[src/hw/rtl/tlbe_pkg.sv]
// Package for the line parser with binary escape blocks.
// Holds the parse modes, action codes, byte constants and the result record.
// No dependencies.
package tlbe_pkg;

	// Parse modes; the code left over is handled as text mode
	typedef enum logic [1:0] {
		MODE_TEXT = 2'd0,
		MODE_BIN  = 2'd1,
		MODE_EOL  = 2'd2
	} mode_t;

	// Verdict for one byte
	typedef enum logic [1:0] {
		ACT_APPEND = 2'd0,
		ACT_LINE   = 2'd1,
		ACT_SKIP   = 2'd2
	} action_t;

	localparam logic [7:0] ESCAPE_BYTE = 8'h7C;
	localparam logic [7:0] LF_BYTE     = 8'h0A;
	localparam logic [7:0] CR_BYTE     = 8'h0D;

	// Number of big-endian length bytes after the escape
	localparam logic [32:0] LEN_BYTES = 33'd4;

	// Configuration register map
	localparam int unsigned PADDR_W = 3;
	localparam logic [0:0] REG_CR_EOL = 1'b0;

	// One result record
	typedef struct packed {
		logic [7:0] out_byte;
		action_t    action;
		logic       in_binary_block;
	} result_t;

endpackage

[src/hw/rtl/tlbe_ifs.sv]
// Valid/ready channel interfaces for the line parser.
// No package dependency; the action is carried as a plain two-bit field.
interface tlbe_in_if;
	logic       valid;
	logic       ready;
	logic [7:0] in_byte;

	modport source (output valid, output in_byte, input ready);
	modport sink (input valid, input in_byte, output ready);
endinterface

interface tlbe_out_if;
	logic       valid;
	logic       ready;
	logic [7:0] out_byte;
	logic [1:0] action;
	logic       in_binary_block;

	modport source (output valid, output out_byte, output action, output in_binary_block,
		input ready);
	modport sink (input valid, input out_byte, input action, input in_binary_block,
		output ready);
endinterface

[src/hw/rtl/tlbe_cfg.sv]
// APB-style configuration register for the line parser.
// Holds the carriage-return-as-end-of-line bit. Depends on tlbe_pkg.
module tlbe_cfg (
	input  logic                        clk,
	input  logic                        arst_n,
	input  logic                        psel,
	input  logic                        penable,
	input  logic                        pwrite,
	input  logic [tlbe_pkg::PADDR_W-1:0] paddr,
	input  logic [31:0]                 pwdata,
	output logic [31:0]                 prdata,
	output logic                        pready,
	output logic                        cr_eol
);
	import tlbe_pkg::*;

	logic cr_eol_q;
	logic wr_en;
	logic sel_cr;

	// Register index is paddr[2]; the low address bits are don't care
	assign sel_cr = (paddr[2] == REG_CR_EOL);
	assign wr_en  = psel && penable && pwrite && pready;
	assign pready = 1'b1;

	always_ff @(posedge clk or negedge arst_n) begin
		if (!arst_n) begin
			cr_eol_q <= 1'b1;
		end else if (wr_en && sel_cr) begin
			cr_eol_q <= pwdata[0];
		end
	end

	// Read back
	assign prdata = sel_cr ? {31'd0, cr_eol_q} : 32'd0;
	assign cr_eol = cr_eol_q;

endmodule

[src/hw/rtl/tlbe_core.sv]
// Parser datapath: input register, mode logic and result register.
// Depends on tlbe_pkg.
module tlbe_core (
	input  logic                    clk,
	input  logic                    arst_n,
	input  logic                    cr_eol,
	input  logic                    in_valid,
	output logic                    in_ready,
	input  logic [7:0]              in_byte,
	output logic                    out_valid,
	input  logic                    out_ready,
	output tlbe_pkg::result_t       out_res
);
	import tlbe_pkg::*;

	// Input stage
	logic       valid_s1;
	logic [7:0] byte_s1;
	// Result stage
	logic       valid_s2;
	result_t    res_s2;

	// Parser state
	mode_t       mode_q, mode_d;
	logic [31:0] len_q, len_d;
	logic [32:0] pos_q, pos_d;

	logic        adv;
	logic        is_eol;
	logic [32:0] pos_inc;
	logic [31:0] len_shift;
	action_t     act;
	logic        bin;

	// Handshake: s1 moves into s2 when s2 is empty or being drained
	assign adv      = valid_s1 && (!valid_s2 || out_ready);
	assign in_ready = !valid_s1 || adv;

	always_ff @(posedge clk or negedge arst_n) begin
		if (!arst_n) begin
			valid_s1 <= 1'b0;
		end else if (in_ready) begin
			valid_s1 <= in_valid;
		end
	end

	always_ff @(posedge clk) begin
		if (in_ready && in_valid) begin
			byte_s1 <= in_byte;
		end
	end

	assign is_eol    = (byte_s1 == LF_BYTE) || (cr_eol && (byte_s1 == CR_BYTE));
	assign pos_inc   = pos_q + 33'd1;
	assign len_shift = {len_q[23:0], byte_s1};

	// Next state
	always_comb begin
		mode_d = mode_q;
		len_d  = len_q;
		pos_d  = pos_q;
		unique case (mode_q)
			MODE_BIN: begin
				pos_d = pos_inc;
				if (pos_q[32:2] == 31'd0) begin
					len_d = len_shift;
					if (pos_inc == LEN_BYTES && len_shift == 32'd0) begin
						mode_d = MODE_TEXT;
					end
				end else if (pos_inc == ({1'b0, len_q} + LEN_BYTES)) begin
					mode_d = MODE_TEXT;
				end
			end
			MODE_EOL: begin
				if (is_eol) begin
					mode_d = MODE_EOL;
				end else if (byte_s1 == ESCAPE_BYTE) begin
					mode_d = MODE_BIN;
					len_d  = 32'd0;
					pos_d  = 33'd0;
				end else begin
					mode_d = MODE_TEXT;
				end
			end
			default: begin
				// text mode, and the unused code
				if (byte_s1 == ESCAPE_BYTE) begin
					mode_d = MODE_BIN;
					len_d  = 32'd0;
					pos_d  = 33'd0;
				end else if (is_eol) begin
					mode_d = MODE_EOL;
				end else begin
					mode_d = MODE_TEXT;
				end
			end
		endcase
	end

	// Outputs
	always_comb begin
		act = ACT_APPEND;
		bin = 1'b0;
		unique case (mode_q)
			MODE_BIN: begin
				bin = 1'b1;
			end
			MODE_EOL: begin
				if (is_eol) begin
					act = ACT_SKIP;
				end else if (byte_s1 == ESCAPE_BYTE) begin
					bin = 1'b1;
				end
			end
			default: begin
				if (byte_s1 == ESCAPE_BYTE) begin
					bin = 1'b1;
				end else if (is_eol) begin
					act = ACT_LINE;
				end
			end
		endcase
	end

	// State advances once per byte, as it leaves s1
	always_ff @(posedge clk or negedge arst_n) begin
		if (!arst_n) begin
			mode_q <= MODE_TEXT;
			len_q  <= 32'd0;
			pos_q  <= 33'd0;
		end else if (adv) begin
			mode_q <= mode_d;
			len_q  <= len_d;
			pos_q  <= pos_d;
		end
	end

	// Result register
	always_ff @(posedge clk or negedge arst_n) begin
		if (!arst_n) begin
			valid_s2 <= 1'b0;
		end else if (adv) begin
			valid_s2 <= 1'b1;
		end else if (out_ready) begin
			valid_s2 <= 1'b0;
		end
	end

	always_ff @(posedge clk) begin
		if (adv) begin
			res_s2.out_byte        <= byte_s1;
			res_s2.action          <= act;
			res_s2.in_binary_block <= bin;
		end
	end

	assign out_valid = valid_s2;
	assign out_res   = res_s2;

endmodule

[src/hw/rtl/text_line_binary_escape_parser.sv]
// Line parser with binary escape blocks: one byte in, one verdict out.
// Channels: din (sink) takes one byte per request; dout (source) gives the
// byte back with its action (append, line complete, skip extra end-of-line)
// and a flag that marks bytes of a binary block ('|', four big-endian length
// bytes, then the payload). A request moves on valid && ready.
// Configuration: APB-style port, register 0 bit 0 = carriage return also
// ends a line (reset 1). Write only while the parser is idle.
// Path: an accepted byte passes the input register, then the result register,
// before it is offered on dout.
// Throughput: one byte per cycle unless dout stalls; mode update is a single
// pass of compare and 33-bit add/compare logic between the two registers.
// Stall: when dout is held, the result register and then the input register
// fill and din.ready drops; nothing is lost or repeated.
// Reset: arst_n, asynchronous active low, clears both stages and puts the
// parser in text mode with zero block length and position.
// Depends on tlbe_pkg, tlbe_ifs, tlbe_cfg and tlbe_core.
module text_line_binary_escape_parser (
	input  logic                         clk,
	input  logic                         arst_n,
	input  logic                         psel,
	input  logic                         penable,
	input  logic                         pwrite,
	input  logic [tlbe_pkg::PADDR_W-1:0] paddr,
	input  logic [31:0]                  pwdata,
	output logic [31:0]                  prdata,
	output logic                         pready,
	tlbe_in_if.sink                      din,
	tlbe_out_if.source                   dout
);
	import tlbe_pkg::*;

	logic    cr_eol;
	result_t res;

	tlbe_cfg u_cfg (
		.clk     (clk),
		.arst_n  (arst_n),
		.psel    (psel),
		.penable (penable),
		.pwrite  (pwrite),
		.paddr   (paddr),
		.pwdata  (pwdata),
		.prdata  (prdata),
		.pready  (pready),
		.cr_eol  (cr_eol)
	);

	tlbe_core u_core (
		.clk       (clk),
		.arst_n    (arst_n),
		.cr_eol    (cr_eol),
		.in_valid  (din.valid),
		.in_ready  (din.ready),
		.in_byte   (din.in_byte),
		.out_valid (dout.valid),
		.out_ready (dout.ready),
		.out_res   (res)
	);

	assign dout.out_byte        = res.out_byte;
	assign dout.action          = res.action;
	assign dout.in_binary_block = res.in_binary_block;

endmodule

[src/flat_wrapper.sv]
// flat-port wrapper written by rule: the top's interface ports become plain ports
module text_line_binary_escape_parser_flat import tlbe_pkg::*;
  (clk, arst_n, psel, penable, pwrite, paddr, pwdata, prdata, pready, din_valid, din_in_byte, din_ready, dout_valid, dout_out_byte, dout_action, dout_in_binary_block, dout_ready);
  tlbe_in_if din_i ();
  tlbe_out_if dout_i ();
  input  logic clk;
  input  logic arst_n;
  input  logic psel;
  input  logic penable;
  input  logic pwrite;
  input  logic [tlbe_pkg::PADDR_W-1:0] paddr;
  input  logic [31:0] pwdata;
  output logic [31:0] prdata;
  output logic pready;
  input wire logic [$bits(din_i.valid)-1:0] din_valid;
  input wire logic [$bits(din_i.in_byte)-1:0] din_in_byte;
  output wire logic [$bits(din_i.ready)-1:0] din_ready;
  output wire logic [$bits(dout_i.valid)-1:0] dout_valid;
  output wire logic [$bits(dout_i.out_byte)-1:0] dout_out_byte;
  output wire logic [$bits(dout_i.action)-1:0] dout_action;
  output wire logic [$bits(dout_i.in_binary_block)-1:0] dout_in_binary_block;
  input wire logic [$bits(dout_i.ready)-1:0] dout_ready;
  assign din_i.valid = din_valid;
  assign din_i.in_byte = din_in_byte;
  assign din_ready = din_i.ready;
  assign dout_valid = dout_i.valid;
  assign dout_out_byte = dout_i.out_byte;
  assign dout_action = dout_i.action;
  assign dout_in_binary_block = dout_i.in_binary_block;
  assign dout_i.ready = dout_ready;
  text_line_binary_escape_parser u_core (.clk(clk), .arst_n(arst_n), .psel(psel), .penable(penable), .pwrite(pwrite), .paddr(paddr), .pwdata(pwdata), .prdata(prdata), .pready(pready), .din(din_i), .dout(dout_i));
endmodule
[config.mk]
export PLATFORM = sky130hd
export DESIGN_NAME = text_line_binary_escape_parser_flat
export DESIGN_NICKNAME = d
export VERILOG_FILES = /design/src/hw/rtl/tlbe_pkg.sv /design/src/hw/rtl/tlbe_ifs.sv /design/src/hw/rtl/tlbe_cfg.sv /design/src/hw/rtl/tlbe_core.sv /design/src/hw/rtl/text_line_binary_escape_parser.sv /design/src/flat_wrapper.sv
export SDC_FILE = /design/constraint.sdc
export NUM_CORES = 1
export LEC_CHECK = 0
export BUFFER_PORTS_ARGS = -buffer_cell sky130_fd_sc_hd__buf_2
export CAP_MARGIN = 20
export CORE_MARGIN = 8
export CORE_UTILIZATION = 58
export DETAILED_ROUTE_END_ITERATION = 7
export HOLD_SLACK_MARGIN = 0.05
export PLACE_DENSITY = 0.8
export SLEW_MARGIN = 10
export SYNTH_ARGS = -nofsm -noshare
export SYNTH_HDL_FRONTEND = slang
export SYNTH_SLANG_ARGS = --single-unit
[constraint.sdc]
create_clock -name clk -period 3.99 [get_ports clk]
set_input_delay 0.5985 -clock clk [delete_from_list [all_inputs] [get_ports clk]]
set_output_delay 0.5985 -clock clk [all_outputs]
set_load 0.01 [all_outputs]
==> Word level (Yosys, flattened, before mapping) <==
Index checks and enable logic that the tools add are counted.
{ "totals": {"wordCells": 66, "ff_bits": 89, "output_inout_bits": 46} }
{ "op_classes": {"n_eq_ne": 11, "n_addsub": 2, "n_bitwise": 1, "n_reduce_logical": 18, "n_mux": 24} }
{ "ops": {"columns": ["operator", "count"], "rows": [
  ["$mux 32", 3],
  ["$mux 33", 2],
  ["$pmux 33 s2", 1],
  ["$pmux 32 s2", 1],
  ["$add 32x3->33 const B", 1],
  ["$add 33x1->33 const B", 1],
  ["$eq 33x3->1 const B", 1],
  ["$eq 33x33->1", 1],
  ["$logic_not 32->1", 1],
  ["$logic_not 31->1", 1],
  ["$eq 8x4->1 const B", 2],
  ["$mux 2", 6],
  ["$eq 8x7->1 const B", 1],
  ["$mux 1", 8],
  ["$pmux 2 s2", 2],
  ["$logic_and 1x1->1", 7],
  ["$ne 3x3->1 const B", 2],
  ["$reduce_and 3->1", 2],
  ["$ne 2x2->1 const B", 2],
  ["$logic_or 1x1->1", 3],
  ["$eq 2x1->1 const B", 1],
  ["$eq 2x2->1 const B", 1],
  ["$logic_not 1->1", 2],
  ["$pmux 1 s2", 1],
  ["3 further kinds", 3]
]} }

==> Logic depth before layout (Yosys ltp) <==
Gate-level depths: netlist of run 1.
{ "depth": {"ltp_word": 6, "mapped_depth": 11} }

==> Hierarchy <==
From an unflattened synthesis of run 1, not the netlist that was laid out.
{ "unflattened": {"hier_cells": 629, "area_unflattened_um2": 5901.9} }
{ "modules_own_cells": {"columns": ["mod", "seq_area_each_um2", "area_per_inst_um2", "cells_each", "n_inst"], "rows": [
  ["tlbe_core", 2297.2, 5599.1, 591, 1],
  ["tlbe_cfg", 26.3, 302.8, 38, 1]
]} }

==> Least setup slack after synthesis of run 1 <==
OpenSTA, ideal clock, no wires.
{ "synth_timing": {"path_type": "reg2reg", "start": "register u_core.u_core.pos_q[0]", "end": "register u_core.u_core.mode_q[0]", "synth_period_minus_slack_ps": 3369, "path_slack_ps": 621, "path_stages_with_launch": 12, "arrival_ps": 3242, "setup_ps": 128, "cell_sequence": "dfrtp_1 > ha_1 > nand4_1 > or4_4 > or4_1 > buf_2 > o32ai_2 > o2111ai_1 > a2111oi_2 > nand4_1 > o21ai_2 > mux2_1"} }
{ "synth_between": {"elab_chain_len": 5, "word_cells_on_any_way": 7, "classes_between": "1 x add/sub; 4 x eq/ne; 2 x reduce/logical"} }
{ "synth_rtl": {"columns": ["element", "line", "source"], "rows": [
  ["start: declaration", "tlbe_core.sv:26", "logic [32:0] pos_q, pos_d;"],
  ["start signal: assignment", "tlbe_core.sv:134", "pos_q <= pos_d;"],
  ["$add 33x1->33 *", "tlbe_core.sv:54", "assign pos_inc = pos_q + 33'd1;"],
  ["$eq 33x3->1", "tlbe_core.sv:67", "if (pos_inc == LEN_BYTES && len_shift == 32'd0) begin"],
  ["$logic_and 1x1->1", "tlbe_core.sv:67", null],
  ["$ne 3x3->1 (no source line)", null, null],
  ["$reduce_and 3->1 (no source line) *", null, null],
  ["end signal: assignment", "tlbe_core.sv:132", "mode_q <= mode_d;"],
  ["end: declaration", "tlbe_core.sv:24", "mode_t mode_q, mode_d;"]
]} }
Every way passes the cells marked *; elsewhere a longest branch is shown, timed or not.
A chain may end at the register's enable or synchronous reset.

==> Final worst setup path of run 1 <==
Ends and elaborated chain as after synthesis.

==> results of run 1 <==
-- synth_stat cells (all sizes together) (3+ instances only) --
cell    count  share of area
dfrtp      69           0.29
nand4b      4         0.0058
nor4       31          0.032
and3        9         0.0093
clkbuf     39          0.024
mux2i       5         0.0083
nor3       23          0.019
xnor2      40          0.058
o32ai       3         0.0056
a21oi      14          0.012
nand3      23          0.019
inv        15         0.0093
ha          6          0.012
and4        5         0.0073
o41ai       3         0.0044
edfxtp     19          0.095
and2        8         0.0083
nand2b      3         0.0031
a31oi       4         0.0042
or3         8         0.0083
o211ai      5         0.0062
nand2      75          0.047
or4         8          0.011
buf        46          0.052
nor2       28          0.017
xor2       20          0.029
o31ai      13          0.016
a22o       34          0.049
nor4b       3         0.0044
nand4      33          0.035
xnor3       5          0.019
or2         3         0.0031
o21ai      45          0.038
-- flip-flops by register name (all words and copies together) (netlist names) --
| name | flops |
|---|---|
| u_core.u_cfg.cr_eol | 1 |
| u_core.u_core.out_valid | 1 |
| u_core.u_core.byte_s1 | 8 |
| u_core.u_core.valid_s1 | 1 |
| u_core.u_core.mode_q | 2 |
| u_core.u_core.pos_q | 33 |
| u_core.u_core.out_res | 11 |
| u_core.u_core.len_q | 32 |
-- cell families after synthesis --
| group | Yosys count | synth area share |
|---|---|---|
| mux | 7 | 0.0120 |
| flops | 89 | 0.386 |
| other cells | 2 | 0.00125 |
| xor+xnor | 65 | 0.106 |
| compound gates | 139 | 0.162 |
| buf+inv | 100 | 0.0860 |
| simple gates | 268 | 0.235 |
| fa+ha+maj | 6 | 0.0125 |
-- layer usage --
layer,part of all wire,up-vias,track usage
met4,0.036,0,0.112
met3,0.070,50,0.0427
met1,0.41,2578,0.280
met5,0,-,0
met2,0.49,263,0.390
li1,-,2446,-
-- path summary, 6_finish.rpt --
kind,to,depth (start not counted)
setup / recovery,u_core.u_core.mode_q[0],10
hold / removal,u_core.u_core.byte_s1[2],1
setup reg to reg,u_core.u_core.mode_q[0],10
hold reg to reg,u_core.u_core.out_valid,1
max in group asynchronous,u_core.u_core.len_q[31],2
min in group asynchronous,u_core.u_core.pos_q[29],2
-- stage by stage --
step,utilization,worst slack (ns),power (mW),area (um^2)
finish,0.623,0.197,1.68,6340
CTS,0.623,0.157,1.69,6340
detailed placement,0.604,0.162,1.09,6160
global route,0.623,0.0316,1.73,6340
floorplan,-,0.621,1.07,6140
global placement,0.603,0.276,1.09,6140
-- cell type report --
class | count | area [um^2]
fill | 889 | 3840
multi-input combinational | 517 | 3310
sequential | 89 | 2320
timing repair buffer | 49 | 300
tap | 136 | 170
clock buffer | 9 | 124
clock inverter | 7 | 61.3
inverter | 15 | 56.3
-- where the power goes --
part,internal (mW),switching [mW],total (mW)
sequential,0.954,0.0146,0.968
combinational,0.0364,0.0715,0.108
clock,0.239,0.367,0.606
total,1.23,0.453,1.68
-- cells in the final DEF (no fill, tap or decap), types with 6 or more instances in the layout --
cell                       instances
sky130_fd_sc_hd__buf_4            18
sky130_fd_sc_hd__a21oi_1          14
sky130_fd_sc_hd__or4_1             6
sky130_fd_sc_hd__o21ai_0          39
sky130_fd_sc_hd__a22o_1           34
sky130_fd_sc_hd__nand3_1          23
sky130_fd_sc_hd__or3_1             8
sky130_fd_sc_hd__clkbuf_8          9
sky130_fd_sc_hd__and3_1            9
sky130_fd_sc_hd__nor4_1           31
sky130_fd_sc_hd__nor2_1           28
sky130_fd_sc_hd__dfrtp_1          69
sky130_fd_sc_hd__conb_1           32
sky130_fd_sc_hd__inv_1            15
sky130_fd_sc_hd__edfxtp_1         19
sky130_fd_sc_hd__xor2_1           20
sky130_fd_sc_hd__nand2_1          75
sky130_fd_sc_hd__and2_1            8
sky130_fd_sc_hd__buf_2            30
sky130_fd_sc_hd__ha_1              6
sky130_fd_sc_hd__nand4_1          32
sky130_fd_sc_hd__nor3_1           22
sky130_fd_sc_hd__o31ai_1          13
sky130_fd_sc_hd__xnor2_1          40
==> flow_summary_export.csv, run 1 <==
group,metric,value,unit
floorplanning,floorplan.core_area,0.0102,mm^2
clock_tree,clkSlewWorstSetupHoldPaths,0.09,ns
timing,fin_crit,3.79,ns
clock_tree,insertion_delay,0.38,ns
place,place.gp.congestion,0.920,
global_routing,grt.overflow.total,0,
clock_tree,tritoncts,"done",
timing,setup_violations,0,
detailed_routing,route.detailed.drc,0,
setup_path,worst_path_arrival,4.06,ns
outcome,outcome,"completed",
setup_path,setup.reg_to_reg.worst_slack,0.20,ns
detailed_routing,num_vias,5337,
final_layout,finalNonFillerCells,822,
flow_run,max_cap_viol_count,0,
clock_tree,postCtsSetupBuffers,0,
pwr,power_leakage,2.55,nW
detailed_routing,drtAntennaViolNets,0,
timing,final-max-slew-violation-count,0,
synth,yosys_warnings,0,
setup_path,end_kind,"flop",
timing,final_period_util,0.951,
pwr,power.ir.vdd_worst,0.233,mV
synth,yosys_most_used_dff,"sky130_fd_sc_hd__dfrtp_1",
setup_path,cp_common_cell,"sky130_fd_sc_hd__nand4_1",
global_routing,track_usage,0.232,
clock_tree,cts_hold_buffers,0,
global_routing,maximum_number_of_pins_on_one_net_before_global_route_repair,71,
detailed_routing,route.detailed.vias_per_inst,6.49,
timing,skew,0.0138,ns
floorplanning,top_level_pins,96,
clock_tree,post_cts_resized,0,
timing,tightest_slew,1.04,ns
min_path,holdCritStartpoint,"din_in_byte[2]",
timing,unrepaired_setup_endpoints_after_global_routing,"false",
floorplanning,die_height,118,um
place,port_buffers,30,
synth,async_sr_flop_fraction,0.787,
global_routing,first_global_vias,5003,
setup_path,worst-path-max-fanout,6,
setup_path,startpoint,"u_core.u_core.pos_q[0]",
min_path,hold_class,"in2reg",
final_layout,num_antenna_cells,0,
setup_path,critical_path.cell_chain,"ha_1 -> nand4_1 -> or4_4 -> or3_1 -> o32ai_2 -> o2111ai_1 -> a2111oi_2 -> nand4_1 -> o21ai_2 -> mux2_1",
synth,synth.distinct_cells,59,
final_layout,area_growth,5.29,%
synth,postSynthRegisterBits,89,
synth,synth_enable_flop_cells,19,
timing,highest_clock_rate,264,MHz
synth,synthesis.area,0.00603,mm^2
detailed_routing,detail_route.first_pass.iterations,5,
clock_tree,cts_num_sinks,89,
floorplanning,dieArea,0.0139,mm^2
setup_path,rr_startpoint,"u_core.u_core.pos_q[0]",
floorplanning,placement_rows,37,
clock_tree,maximum_buffer_depth_of_the_clock_tree,2,
synth,avgSynthCellArea,8.91,um^2
timing,timing.max_slew.rel_slack,0.303,
setup_path,cp_top_family,"simple AND/OR/NAND/NOR gates",
global_routing,antenna_violations_before_repair,0,
timing,worst_hold_slack,0.391,ns
floorplanning,die_w,118,um
place,dp_hpwl,11900,um
floorplanning,initial_core_util,0.592,
synth,seq_area_frac_synth,0.386,
final_layout,drive_gt1_frac,0.115,
clock_tree,cts_root_buf,"sky130_fd_sc_hd__clkbuf_8",
clock_tree,cts_made_buffers,9,
synth,postSynthCellCount,676,
timing,finalSetupTns,0,ns
detailed_routing,initialDrtViolationCount,602,
setup_path,path_buf_inv,0,
timing,timing.final.hold_violations,0,
pwr,power.density,265,mW/mm^2
detailed_routing,average_detailed_routed_wire_length_per_instance,19.7,um
setup_path,critical_path_required_time,4.26,ns
global_routing,wire_length_of_the_first_global_routing_pass,26000,um
place,dp.cells,806,
setup_path,worst_setup_start_kind,"flop",
detailed_routing,drt_wl_total,16200,um
setup_path,worst_path_largest_cell_delay,0.60,ns
clock_tree,h-tree-depth,3,
setup_path,critical_path_start_end_classification,"reg2reg",
final_layout,nets,737,
setup_path,cpMaxStageDelayCell,"sky130_fd_sc_hd__or4_4",
(Power assumes the default switching activity.)
==> inputs of run 2 (changes only) <==
--- a/config.mk
+++ b/config.mk
@@ -12,6 +12,7 @@
 export DETAILED_ROUTE_END_ITERATION = 7
 export HOLD_SLACK_MARGIN = 0.05
 export PLACE_DENSITY = 0.8
+export RECOVER_POWER = 100
 export SLEW_MARGIN = 10
 export SYNTH_ARGS = -nofsm -noshare
 export SYNTH_HDL_FRONTEND = slang
==> run 2 against run 1 <==
- the flow now finishes with violations (max-capacitance violations, max-slew violations)
- sequential power barely moved
- register-to-register slack barely moved
- fmax rose by 0.14%
- final cell count did not move
- clock skew barely moved
- cell area fell by 0.61%
- via count fell by 0.49%
- non-clock buffer count did not move
- global-route usage did not move
- first-iteration DRC count fell by 1.8%
- die area did not move
- sequential cell count did not move
- critical endpoint unchanged
- highest routed layer unchanged
==> flow_summary_export.csv, run 2 (synthesized netlist as in run 1, its figures left out) <==
group,metric,value,unit
timing,highest_clock_rate,264,MHz
final_layout,num_antenna_cells,0,
setup_path,timing.rr.end,"u_core.u_core.mode_q[0]",
timing,timing.max_slew.rel_slack,-0.168,
pwr,power.density,266,mW/mm^2
timing,timing.final.hold_violations,0,
setup_path,end_kind,"flop",
floorplanning,dieArea,0.0139,mm^2
timing,skew,0.0133,ns
final_layout,sequential_cell_area,0.00232,mm^2
floorplanning,die_w,118,um
setup_path,worst_path_arrival,4.05,ns
clock_tree,cts_num_sinks,89,
clock_tree,maximum_buffer_depth_of_the_clock_tree,2,
final_layout,nets,737,
global_routing,track_usage,0.232,
min_path,holdCritStartpoint,"din_in_byte[1]",
final_layout,fillCellCount,900,
floorplanning,die_height,118,um
timing,tightest_slew,1.75,ns
clock_tree,clkSlewWorstSetupHoldPaths,0.10,ns
final_layout,area_growth,4.65,%
setup_path,setup.reg_to_reg.worst_slack,0.20,ns
final_layout,multiInputGateArea,0.00331,mm^2
timing,unrepaired_setup_endpoints_after_global_routing,"false",
flow_run,max_cap_viol_count,1,
clock_tree,h-tree-depth,3,
global_routing,first_global_vias,5003,
place,place.gp.congestion,0.920,
clock_tree,tritoncts,"done",
clock_tree,cts_made_buffers,9,
floorplanning,placement_rows,37,
setup_path,worst_setup_start_kind,"flop",
place,port_buffers,30,
final_layout,number_of_flip_flops_in_the_largest_register,33,
min_path,hold_path_depth,1,
clock_tree,insertion_delay,0.38,ns
detailed_routing,initialDrtViolationCount,591,
pwr,power.ir.vdd_worst,0.228,mV
detailed_routing,route.detailed.drc,0,
timing,fin_crit,3.79,ns
setup_path,worst-path-max-fanout,11,
clock_tree,cts_hold_buffers,0,
place,pre_cts_slack,0.162,ns
global_routing,antenna_violations_before_repair,0,
timing,final_period_util,0.949,
final_layout,largest-register,"u_core.u_core.pos_q",
detailed_routing,detail_route.first_pass.iterations,5,
final_layout,finalNonFillerCells,822,
setup_path,critical_path_required_time,4.26,ns
outcome,outcome,"finished, violations left",
detailed_routing,num_vias,5311,
setup_path,rr_startpoint,"u_core.u_core.pos_q[0]",
pwr,power_leakage,2.50,nW
setup_path,r2r_cell_count,11,
timing,setup_violations,0,
place,dp_hpwl,11900,um
floorplanning,top_level_pins,96,
setup_path,critical_path_start_end_classification,"reg2reg",
final_layout,layout_commonest_cell,"sky130_fd_sc_hd__nand2_1",
timing,finalSetupTns,0,ns
detailed_routing,route.detailed.vias_per_inst,6.46,
floorplanning,floorplan.core_area,0.0102,mm^2
detailed_routing,drt_wl_total,16200,um
outcome,failing_checks,"max-capacitance violations, max-slew violations",
global_routing,maximum_number_of_pins_on_one_net_before_global_route_repair,71,
timing,final-max-slew-violation-count,71,
final_layout,mostFrequentLayoutCells,"sky130_fd_sc_hd__nand2_1, sky130_fd_sc_hd__dfrtp_1, sky130_fd_sc_hd__o21ai_0, sky130_fd_sc_hd__xnor2_1, sky130_fd_sc_hd__a22o_1",
floorplanning,initial_core_util,0.592,
min_path,hold_path_end,"u_core.u_core.byte_s1[1]",
clock_tree,post_cts_resized,0,
timing,post-route-worst-setup-slack,0.202,ns
final_layout,drive_gt1_frac,0.0904,
place,dp.cells,806,
detailed_routing,drtAntennaViolNets,0,
clock_tree,cts_root_buf,"sky130_fd_sc_hd__clkbuf_8",
min_path,hold_class,"in2reg",
detailed_routing,average_detailed_routed_wire_length_per_instance,19.8,um
clock_tree,postCtsSetupBuffers,0,
global_routing,grt.overflow.total,0,
global_routing,wire_length_of_the_first_global_routing_pass,26000,um
run 2: cell count changes in the layout (fill, tap and decap cells not counted), sizes merged:
cell,delta
buf,-19
clkbuf,+19
run 2: final cells by class:
class / instances / share of cell area
Clock inverter: 7 / 0.00972
Sequential cell: 89 / 0.368
Timing Repair Buffer: 49 / 0.0415
Multi-Input combinational cell: 517 / 0.525
Inverter: 15 / 0.00893
Clock buffer: 9 / 0.0196
Tap cell: 136 / 0.0270
run 2: critical path, cell delays in order, from the launching register on:
cell	delay, ns
sky130_fd_sc_hd__dfrtp_1	0.46
sky130_fd_sc_hd__ha_1	0.30
sky130_fd_sc_hd__nand4_1	0.18
sky130_fd_sc_hd__buf_4	0.22
sky130_fd_sc_hd__or4_1	0.52
sky130_fd_sc_hd__nor4_1	0.37
sky130_fd_sc_hd__nand3_1	0.30
sky130_fd_sc_hd__xnor2_1	0.23
sky130_fd_sc_hd__a2111oi_2	0.31
sky130_fd_sc_hd__nand4_1	0.21
sky130_fd_sc_hd__o21ai_2	0.26
sky130_fd_sc_hd__mux2_1	0.33
run 2: stage by stage:
step / hold WS [ns] / power [mW] / area, um^2 / utilization
detailed placement: 0.479 / 1.09 / 6160 / 0.604
CTS: 0.382 / 1.69 / 6340 / 0.623
finish: 0.391 / 1.68 / 6310 / 0.619
global placement: 0.468 / 1.09 / 6140 / 0.603
floorplan: 0.303 / 1.07 / 6140 / -
global route: 0.375 / 1.73 / 6310 / 0.619
run 2: metal layers:
layer  share of wire  GRT usage  up-vias
li1                -          -     2449
met1            0.40      0.280     2555
met2            0.49      0.390      260
met3           0.077     0.0427       47
met4           0.033      0.112        0
met5               0          0        -
run 2: how the worst max path moves through the flow:
stage	depth (start not counted)	to	start
after global routing	9	u_core.u_core.len_q[30]	u_core.u_core.out_valid
after floorplan	11	u_core.u_core.mode_q[0]	u_core.u_core.pos_q[0]
after detailed placement	10	u_core.u_core.mode_q[0]	u_core.u_core.pos_q[0]
final	11	u_core.u_core.mode_q[0]	u_core.u_core.pos_q[0]
after CTS	10	u_core.u_core.mode_q[0]	u_core.u_core.pos_q[0]
after global placement	10	u_core.u_core.mode_q[0]	u_core.u_core.pos_q[0]
run 2: power breakdown:
part	internal (mW)	switching (mW)
Combinational	0.0321	0.0718
Sequential	0.954	0.0149
Clock	0.239	0.364
